**src/hw/rtl/vertex_dedup_indexer_macros.svh**
```systemverilog
// Assertion macros for the vertex dedup indexer.
`ifndef VERTEX_DEDUP_INDEXER_MACROS_SVH
`define VERTEX_DEDUP_INDEXER_MACROS_SVH

`ifndef ASSERT_OFF

`define VDI_ASSERT_IMP(lbl, ante, cons) \
  lbl: assert property (@(posedge clk) disable iff (!rst_n) (ante) |-> (cons)) \
    else $error("vertex_dedup_indexer: assertion failed");

`define VDI_ASSERT_NXT(lbl, ante, cons) \
  lbl: assert property (@(posedge clk) disable iff (!rst_n) (ante) |=> (cons)) \
    else $error("vertex_dedup_indexer: assertion failed");

`else

`define VDI_ASSERT_IMP(lbl, ante, cons)

`define VDI_ASSERT_NXT(lbl, ante, cons)

`endif

`endif

```
**src/hw/rtl/vdi_pkg.sv**
```systemverilog
// Shared types, constants and float compare helpers for the vertex dedup indexer.
`timescale 1ns / 1ps

package vdi_pkg;

  localparam int TABLE_DEPTH = 256;
  localparam int IDX_W       = $clog2(TABLE_DEPTH);
  localparam int CNT_W       = $clog2(TABLE_DEPTH + 1);
  localparam int COORD_W     = 32;

  // x sits in the low bits, matching the packing of in_tdata
  typedef struct packed {
    logic [COORD_W-1:0] v;
    logic [COORD_W-1:0] u;
    logic [COORD_W-1:0] z;
    logic [COORD_W-1:0] y;
    logic [COORD_W-1:0] x;
  } vertex_t;

  typedef struct packed {
    logic             wr_en;
    logic [IDX_W-1:0] wr_addr;
    logic             rd_en;
    logic [IDX_W-1:0] rd_addr;
  } tbl_req_t;

  typedef enum logic [2:0] {
    S_IDLE = 3'b001,
    S_SCAN = 3'b010,
    S_OUT  = 3'b100
  } state_t;

  function automatic logic is_nan(input logic [COORD_W-1:0] b);
    return b[COORD_W-2:0] > 31'h7F80_0000;
  endfunction

  // float equality: signed zeros match, NaN matches nothing
  function automatic logic feq(input logic [COORD_W-1:0] a, input logic [COORD_W-1:0] b);
    logic zeros;
    zeros = ((a[COORD_W-2:0] | b[COORD_W-2:0]) == '0);
    return !is_nan(a) && !is_nan(b) && ((a == b) || zeros);
  endfunction

endpackage

```
**src/hw/rtl/vdi_match_unit.sv**
```systemverilog
// Shared compare unit: float equality of all five coordinates.
`timescale 1ns / 1ps

module vdi_match_unit (
  input  vdi_pkg::vertex_t key,
  input  vdi_pkg::vertex_t entry,
  output logic             match
);

  assign match = vdi_pkg::feq(key.x, entry.x) && vdi_pkg::feq(key.y, entry.y) &&
                 vdi_pkg::feq(key.z, entry.z) && vdi_pkg::feq(key.u, entry.u) &&
                 vdi_pkg::feq(key.v, entry.v);

endmodule

```
**config.mk**
```make
export PLATFORM = sky130hd
export DESIGN_NAME = vdi_match_unit
export DESIGN_NICKNAME = d
export VERILOG_FILES = /design/src/hw/rtl/vertex_dedup_indexer_macros.svh /design/src/hw/rtl/vdi_pkg.sv /design/src/hw/rtl/vdi_match_unit.sv
export SDC_FILE = /design/constraint.sdc
export NUM_CORES = 1
export LEC_CHECK = 0
export BUFFER_PORTS_ARGS = -buffer_cell sky130_fd_sc_hd__buf_2
export CORE_AREA = 2 2 126 128
export DETAILED_ROUTE_END_ITERATION = 10
export DIE_AREA = 0 0 128 130
export GPL_ROUTABILITY_DRIVEN = 0
export GPL_TIMING_DRIVEN = 0
export PLACE_DENSITY = 0.6
export SLEW_MARGIN = 20
export SYNTH_ARGS = -nofsm -noshare
export SYNTH_HDL_FRONTEND = slang
export SYNTH_SLANG_ARGS = --single-unit
```
**constraint.sdc**
```tcl
create_clock -name vclk -period 2.37
set_clock_uncertainty 0.2 [all_clocks]
set_input_delay 0.237 -clock vclk [all_inputs]
set_output_delay 0.237 -clock vclk [all_outputs]
set_load 0.1 [all_outputs]
```
==> results of run 1 <==
routing by layer:
layer  vias to the layer above  global-route usage [%]
met5                         -                       0
met4                         0                    3.23
met3                        19                    2.42
met2                       221                    40.2
met1                      2634                    22.1
li1                       3016                       -
stage by stage:
step           cells  setup WS, ns  area [sq um]
2_1_floorplan    709        -0.708          4930
3_3_place_gp    1222        -0.753          6780
3_5_place_dp    1222        -0.762          6780
4_1_cts         1222        -0.375          7110
5_1_grt         1222        -0.477          7160
6_report        1222        -0.363          7160
report_power, final:
group	switching, mW	leakage, nW	internal, mW	total, mW
Sequential	0	0	0	0
Combinational	0.490	4.28	0.475	0.965
Clock	0	0	0	0
Total	0.490	4.28	0.475	0.965
worst max-delay path: cells and delay by family:
family	cells	cell delay [ns]
AND/OR/NAND/NOR	5	1.34
adder cells (fa/ha/maj)	1	0.23
AO/OA/AOI/OAI	1	0.08
buffers and inverters	3	0.40
repair_timing:
action,CTS,global route
hold buffers,0,0
buffers inserted,0,0
gates resized for setup,57,8
pin swaps,23,3
cloned,0,0
endpoints found under the setup margin,1,1
cell usage in the layout, fill, tap and decap left out:
| cell | count |
|---|---|
| buf_2 | 311 |
| inv_1 | 265 |
| ha_1 | 125 |
| nor4_1 | 69 |
| nand4_1 | 69 |
| ha_4 | 30 |
| inv_2 | 25 |
| nor4_2 | 20 |
| inv_4 | 19 |
| nor3_1 | 16 |
| nand2_1 | 15 |
| nor2_1 | 10 |
| nand3_1 | 10 |
| o21ai_0 | 9 |
| nor4_4 | 7 |
| buf_6 | 7 |
| xnor2_1 | 5 |
| nand4_2 | 3 |
| a21oi_1 | 3 |
| nor3_2 | 2 |
| buf_4 | 2 |
| inv_12 | 1 |
| o31ai_1 | 1 |
| o311ai_2 | 1 |
| nor3_4 | 1 |
| nand2_2 | 1 |
| a21oi_2 | 1 |
| or4_4 | 1 |
| buf_8 | 1 |
area by class of cell:
cell class                 count  area (sq um)  share of cell area, %
multi-input combinational    399          4030                   56.3
timing repair buffer         321          1670                   23.3
inverter                     310          1220                   17.1
tap                          192           240                   3.36
final timing paths:
kind,startpoint,end,slack [ns],depth (start not counted)
max,entry[122],match,-0.36,10
min,entry[106],match,0.91,7
kinds of logic (layout without fill, tap and decap cells):
| logic type | Yosys count | in the layout | synth area share (%) |
|---|---|---|---|
| and+or+nand+nor | 224 | 224 | 30.0 |
| xor gates and xnor gates | 5 | 5 | 0.949 |
| AOI/OAI and AO/OA | 15 | 15 | 1.76 |
| adders and majority gates | 155 | 155 | 42.0 |
| buffers and inverters | 310 | 631 | 25.2 |
==> results.sh, run 1 <==
export IMPL_rsz0062_at_grt="yes"
export IMPL_fp_dieW_um=128
export IMPL_avgRoutedWirePerCell_um=14.2
export IMPL_leakagePower_nw=4.28
export IMPL_met2_length_mm=9.01
export IMPL_cpMaxStageDelayCell="or4_4"
export IMPL_syn_nets=1184
export IMPL_flops_and_latches=0
export IMPL_grt_pass1_wl_mm=26.7
export IMPL_drive_gt1_share_pct=42.0
export IMPL_first_pass_iters=5
export IMPL_fin_ws_ns=-0.363
export IMPL_die_area_sq_mm=0.0166
export IMPL_whs_ns=0.909
export IMPL_grt_pass1_vias=5991
export IMPL_yosysMostFrequentCell="inv_1"
export IMPL_critPathLaunchType="input pin"
export IMPL_synth_top_area_share_pct=42.0
export IMPL_power_total_mw=0.965
export IMPL_hold_class="in2out"
export IMPL_syn_avg_cell_area_sq_um=6.51
export IMPL_cp_cell_sequence="buf_2 > inv_4 > ha_4 > nor4_4 > nand4_1 > nor3_2 > a21oi_1 > or4_4 > nor4_4 > buf_8"
export IMPL_cp_common_cell="nor4_4"
export IMPL_start_util_pct=29.9
export IMPL_final_util_pct=46.4
export IMPL_setup_tns_ns=-0.363
export IMPL_critPathMaxFanout=2
export IMPL_yosysUniqueCellTypes=19
export IMPL_tightest_slew_ns=0.430
export IMPL_rows=46
export IMPL_yosysTopAreaCell="ha_1"
export IMPL_postRouteAntennaNets=0
export IMPL_diodes=0
export IMPL_synth_common_cells="inv_1 (310), ha_1 (155), nor4_1 (89)"
export IMPL_setup_viol=1
export IMPL_slew_violations=0
export IMPL_cp_arrival_ns=2.30
export IMPL_fill_cells=1664
export IMPL_synth_area_sq_mm=0.00461
export IMPL_grt_overflow=0
export IMPL_endpoint_kind="primary output"
export IMPL_regArea_sq_um=0
export IMPL_routed_wl_mm=17.4
export IMPL_synth_warnings=0
export IMPL_antenna_found_initial=0
export IMPL_drc_errors=0
export IMPL_syn_inst=709
export IMPL_ir_worst_vdd_uv=67.8
export IMPL_power_density_mw_per_mm2=135
export IMPL_met3WireLength_mm=1.13
export IMPL_synthToLayoutAreaGrowth_pct=55.1
export IMPL_fmax_mhz=366
export IMPL_hold_violations=0
export IMPL_num_vias=5890
export IMPL_synth_area_leaders="ha_1 (42%), inv_1 (25%), nor4_1 (12%)"
export IMPL_cp_slowest_stage_delay_ns=0.57
export IMPL_drt_initial_drc_count=111
export IMPL_outcome="finished with violations"
export IMPL_dp_hpwl_mm=16.6
export IMPL_wl_met1_mm=6.89
export IMPL_period_share_pct=115
export IMPL_top_layer_used="met4"
export IMPL_track_usage_pct=19.8
export IMPL_period_needed_ns=2.73
export IMPL_required_ns=1.93
export IMPL_vias_per_cell=4.82
export IMPL_nClkBuffers=0
export IMPL_io_pins=321
export IMPL_port_buffers=321
export IMPL_maxCapViolCount=0
export IMPL_grt_max_degree=3
export IMPL_final_nets=1507
export IMPL_crit_type="in2out"
export IMPL_die_y_um=130
export IMPL_yosysSeqAreaShare_pct=0
export IMPL_core_area_sq_mm=0.0154
export IMPL_slew_headroom_pct=71.3
export IMPL_violations="negative setup slack"
No activity file was read; power rests on OpenSTA's default activity.
==> inputs of run 2 (changes only) <==
Settings changed: PLACE_DENSITY 0.6 to unset, PLACE_DENSITY_LB_ADDON set to 0.25.
==> run 2 against run 1 <==
Compared with the run above: the flow still finishes with violations (negative setup slack); fmax is 0.57% lower; non-clock buffer count stayed put; cell count is 0.25% higher; global-route usage is 0.58 points higher; hold slack worse by 0.023 ns; combinational power is 1% higher; first-iteration DRC count is 21% lower; wire length is 2.0% higher; via count is 0.76% lower; design area is 1.1% higher; largest cell class unchanged; largest power group unchanged.
==> results.sh, run 2 (same netlist as run 1, synthesis figures left out) <==
export IMPL_outcome="finished with violations"
export IMPL_violations="negative setup slack"
export IMPL_fill_cells=1642
export IMPL_required_ns=1.93
export IMPL_cp_arrival_ns=2.31
export IMPL_io_pins=321
export IMPL_ir_worst_vdd_uv=67.2
export IMPL_drt_initial_drc_count=88
export IMPL_setup_tns_ns=-0.379
export IMPL_synthToLayoutAreaGrowth_pct=56.8
export IMPL_start_util_pct=29.9
export IMPL_startpoint="key[158]"
export IMPL_routed_wl_mm=17.7
export IMPL_grt_use_met2_pct=41.7
export IMPL_grt_busiest_layer="met2"
export IMPL_slew_headroom_pct=58.6
export IMPL_first_pass_iters=4
export IMPL_layout_commonest_cell="buf_2"
export IMPL_drive_gt1_share_pct=42.4
export IMPL_power_density_mw_per_mm2=135
export IMPL_hold_violations=0
export IMPL_port_buffers=321
export IMPL_layout_common_cells="buf_2 (299), inv_1 (260), ha_1 (123)"
export IMPL_track_usage_pct=20.3
export IMPL_met3_usage_pct=3.03
export IMPL_grt_max_degree=3
export IMPL_num_vias=5845
export IMPL_final_nets=1507
export IMPL_setup_viol=1
export IMPL_critPathLaunchType="input pin"
export IMPL_endpoint_kind="primary output"
export IMPL_period_share_pct=116
export IMPL_avgRoutedWirePerCell_um=14.5
export IMPL_rsz0062_at_grt="yes"
export IMPL_cts_hold_buf=0
export IMPL_fmax_mhz=364
export IMPL_crit_type="in2out"
export IMPL_cts_setup_buffers=0
export IMPL_cpMaxStageDelayCell="or4_4"
export IMPL_grt_overflow=0
export IMPL_antenna_found_initial=3
export IMPL_flops_and_latches=0
export IMPL_slew_violations=0
export IMPL_dp_hpwl_mm=16.7
export IMPL_core_area_sq_mm=0.0154
export IMPL_leakagePower_nw=4.30
export IMPL_die_y_um=130
export IMPL_critPathMaxFanout=2
export IMPL_period_needed_ns=2.75
export IMPL_cp_cell_sequence="buf_2 > inv_1 > ha_4 > nor4_2 > nand4_1 > nor3_2 > a21oi_2 > or4_4 > nor4_4 > buf_6"
export IMPL_use_met1_pct=21.6
export IMPL_nClkBuffers=0
export IMPL_fp_dieW_um=128
export IMPL_drc_errors=0
export IMPL_vias_per_cell=4.77
export IMPL_rows=46
export IMPL_final_util_pct=46.9
export IMPL_crit_path_end="match"
export IMPL_die_area_sq_mm=0.0166
export IMPL_cp_slowest_stage_delay_ns=0.51
export IMPL_grt_pass1_vias=6216
export IMPL_tightest_slew_ns=0.611
export IMPL_fin_ws_ns=-0.379
export IMPL_dp_worst_setup_slack_ns=-0.847
export IMPL_power_total_mw=0.976
export IMPL_grt_pass1_wl_mm=27.4
export IMPL_postRouteAntennaNets=0
export IMPL_hold_class="in2out"
export IMPL_min_from="entry[106]"
export IMPL_regArea_sq_um=0
export IMPL_maxCapViolCount=0
[run 2: how the worst min path moves through the flow]
| stage | to | cells past startpoint |
|---|---|---|
| floorplan | match | 5 |
| global placement | match | 7 |
| detailed placement | match | 7 |
| CTS | match | 7 |
| global route | match | 7 |
| finish | match | 7 |
[run 2: power breakdown]
group | internal, mW | leakage (nW) | switching, mW | total, mW
registers | 0 | 0 | 0 | 0
clock network | 0.000000170 | 0.0000190 | 0 | 0.000000170
logic | 0.485 | 4.30 | 0.490 | 0.976
total | 0.485 | 4.30 | 0.490 | 0.976
[run 2: worst max-delay path: cells and delay by family]
kind | cells | cell delay [ns]
AO/OA/AOI/OAI | 1 | 0.07
AND/OR/NAND/NOR | 5 | 1.34
adder cells (fa/ha/maj) | 1 | 0.20
buffers and inverters | 3 | 0.46
[run 2: area by class of cell]
| class | instances | area (sq um) | area share, % |
|---|---|---|---|
| well taps | 192 | 240 | 3.32 |
| diodes | 3 | 7.51 | 0.104 |
| inverters | 310 | 1230 | 16.9 |
| repair buffers | 321 | 1720 | 23.8 |
| multi-input cells | 399 | 4040 | 55.8 |
[run 2: what timing repair did]
action,in CTS,in global routing
endpoints found under the setup margin,1,1
resized for setup,76,7
pin swaps,41,3
gates cloned,0,0
[run 2: per-stage QoR]
stage	cell area (sq um)	instances	hold WS [ns]
global route	7230	1223	0.959
detailed placement	6780	1222	1.01
floorplan	4930	709	0.636
global placement	6780	1222	0.992
finish	7230	1225	0.886
CTS	7190	1222	0.905
[run 2: routing by layer]
metal,wire length [um],share of wire (%)
met1,6830,39
met2,9260,52
met3,1160,6.5
met4,442,2.5
met5,13,0.073
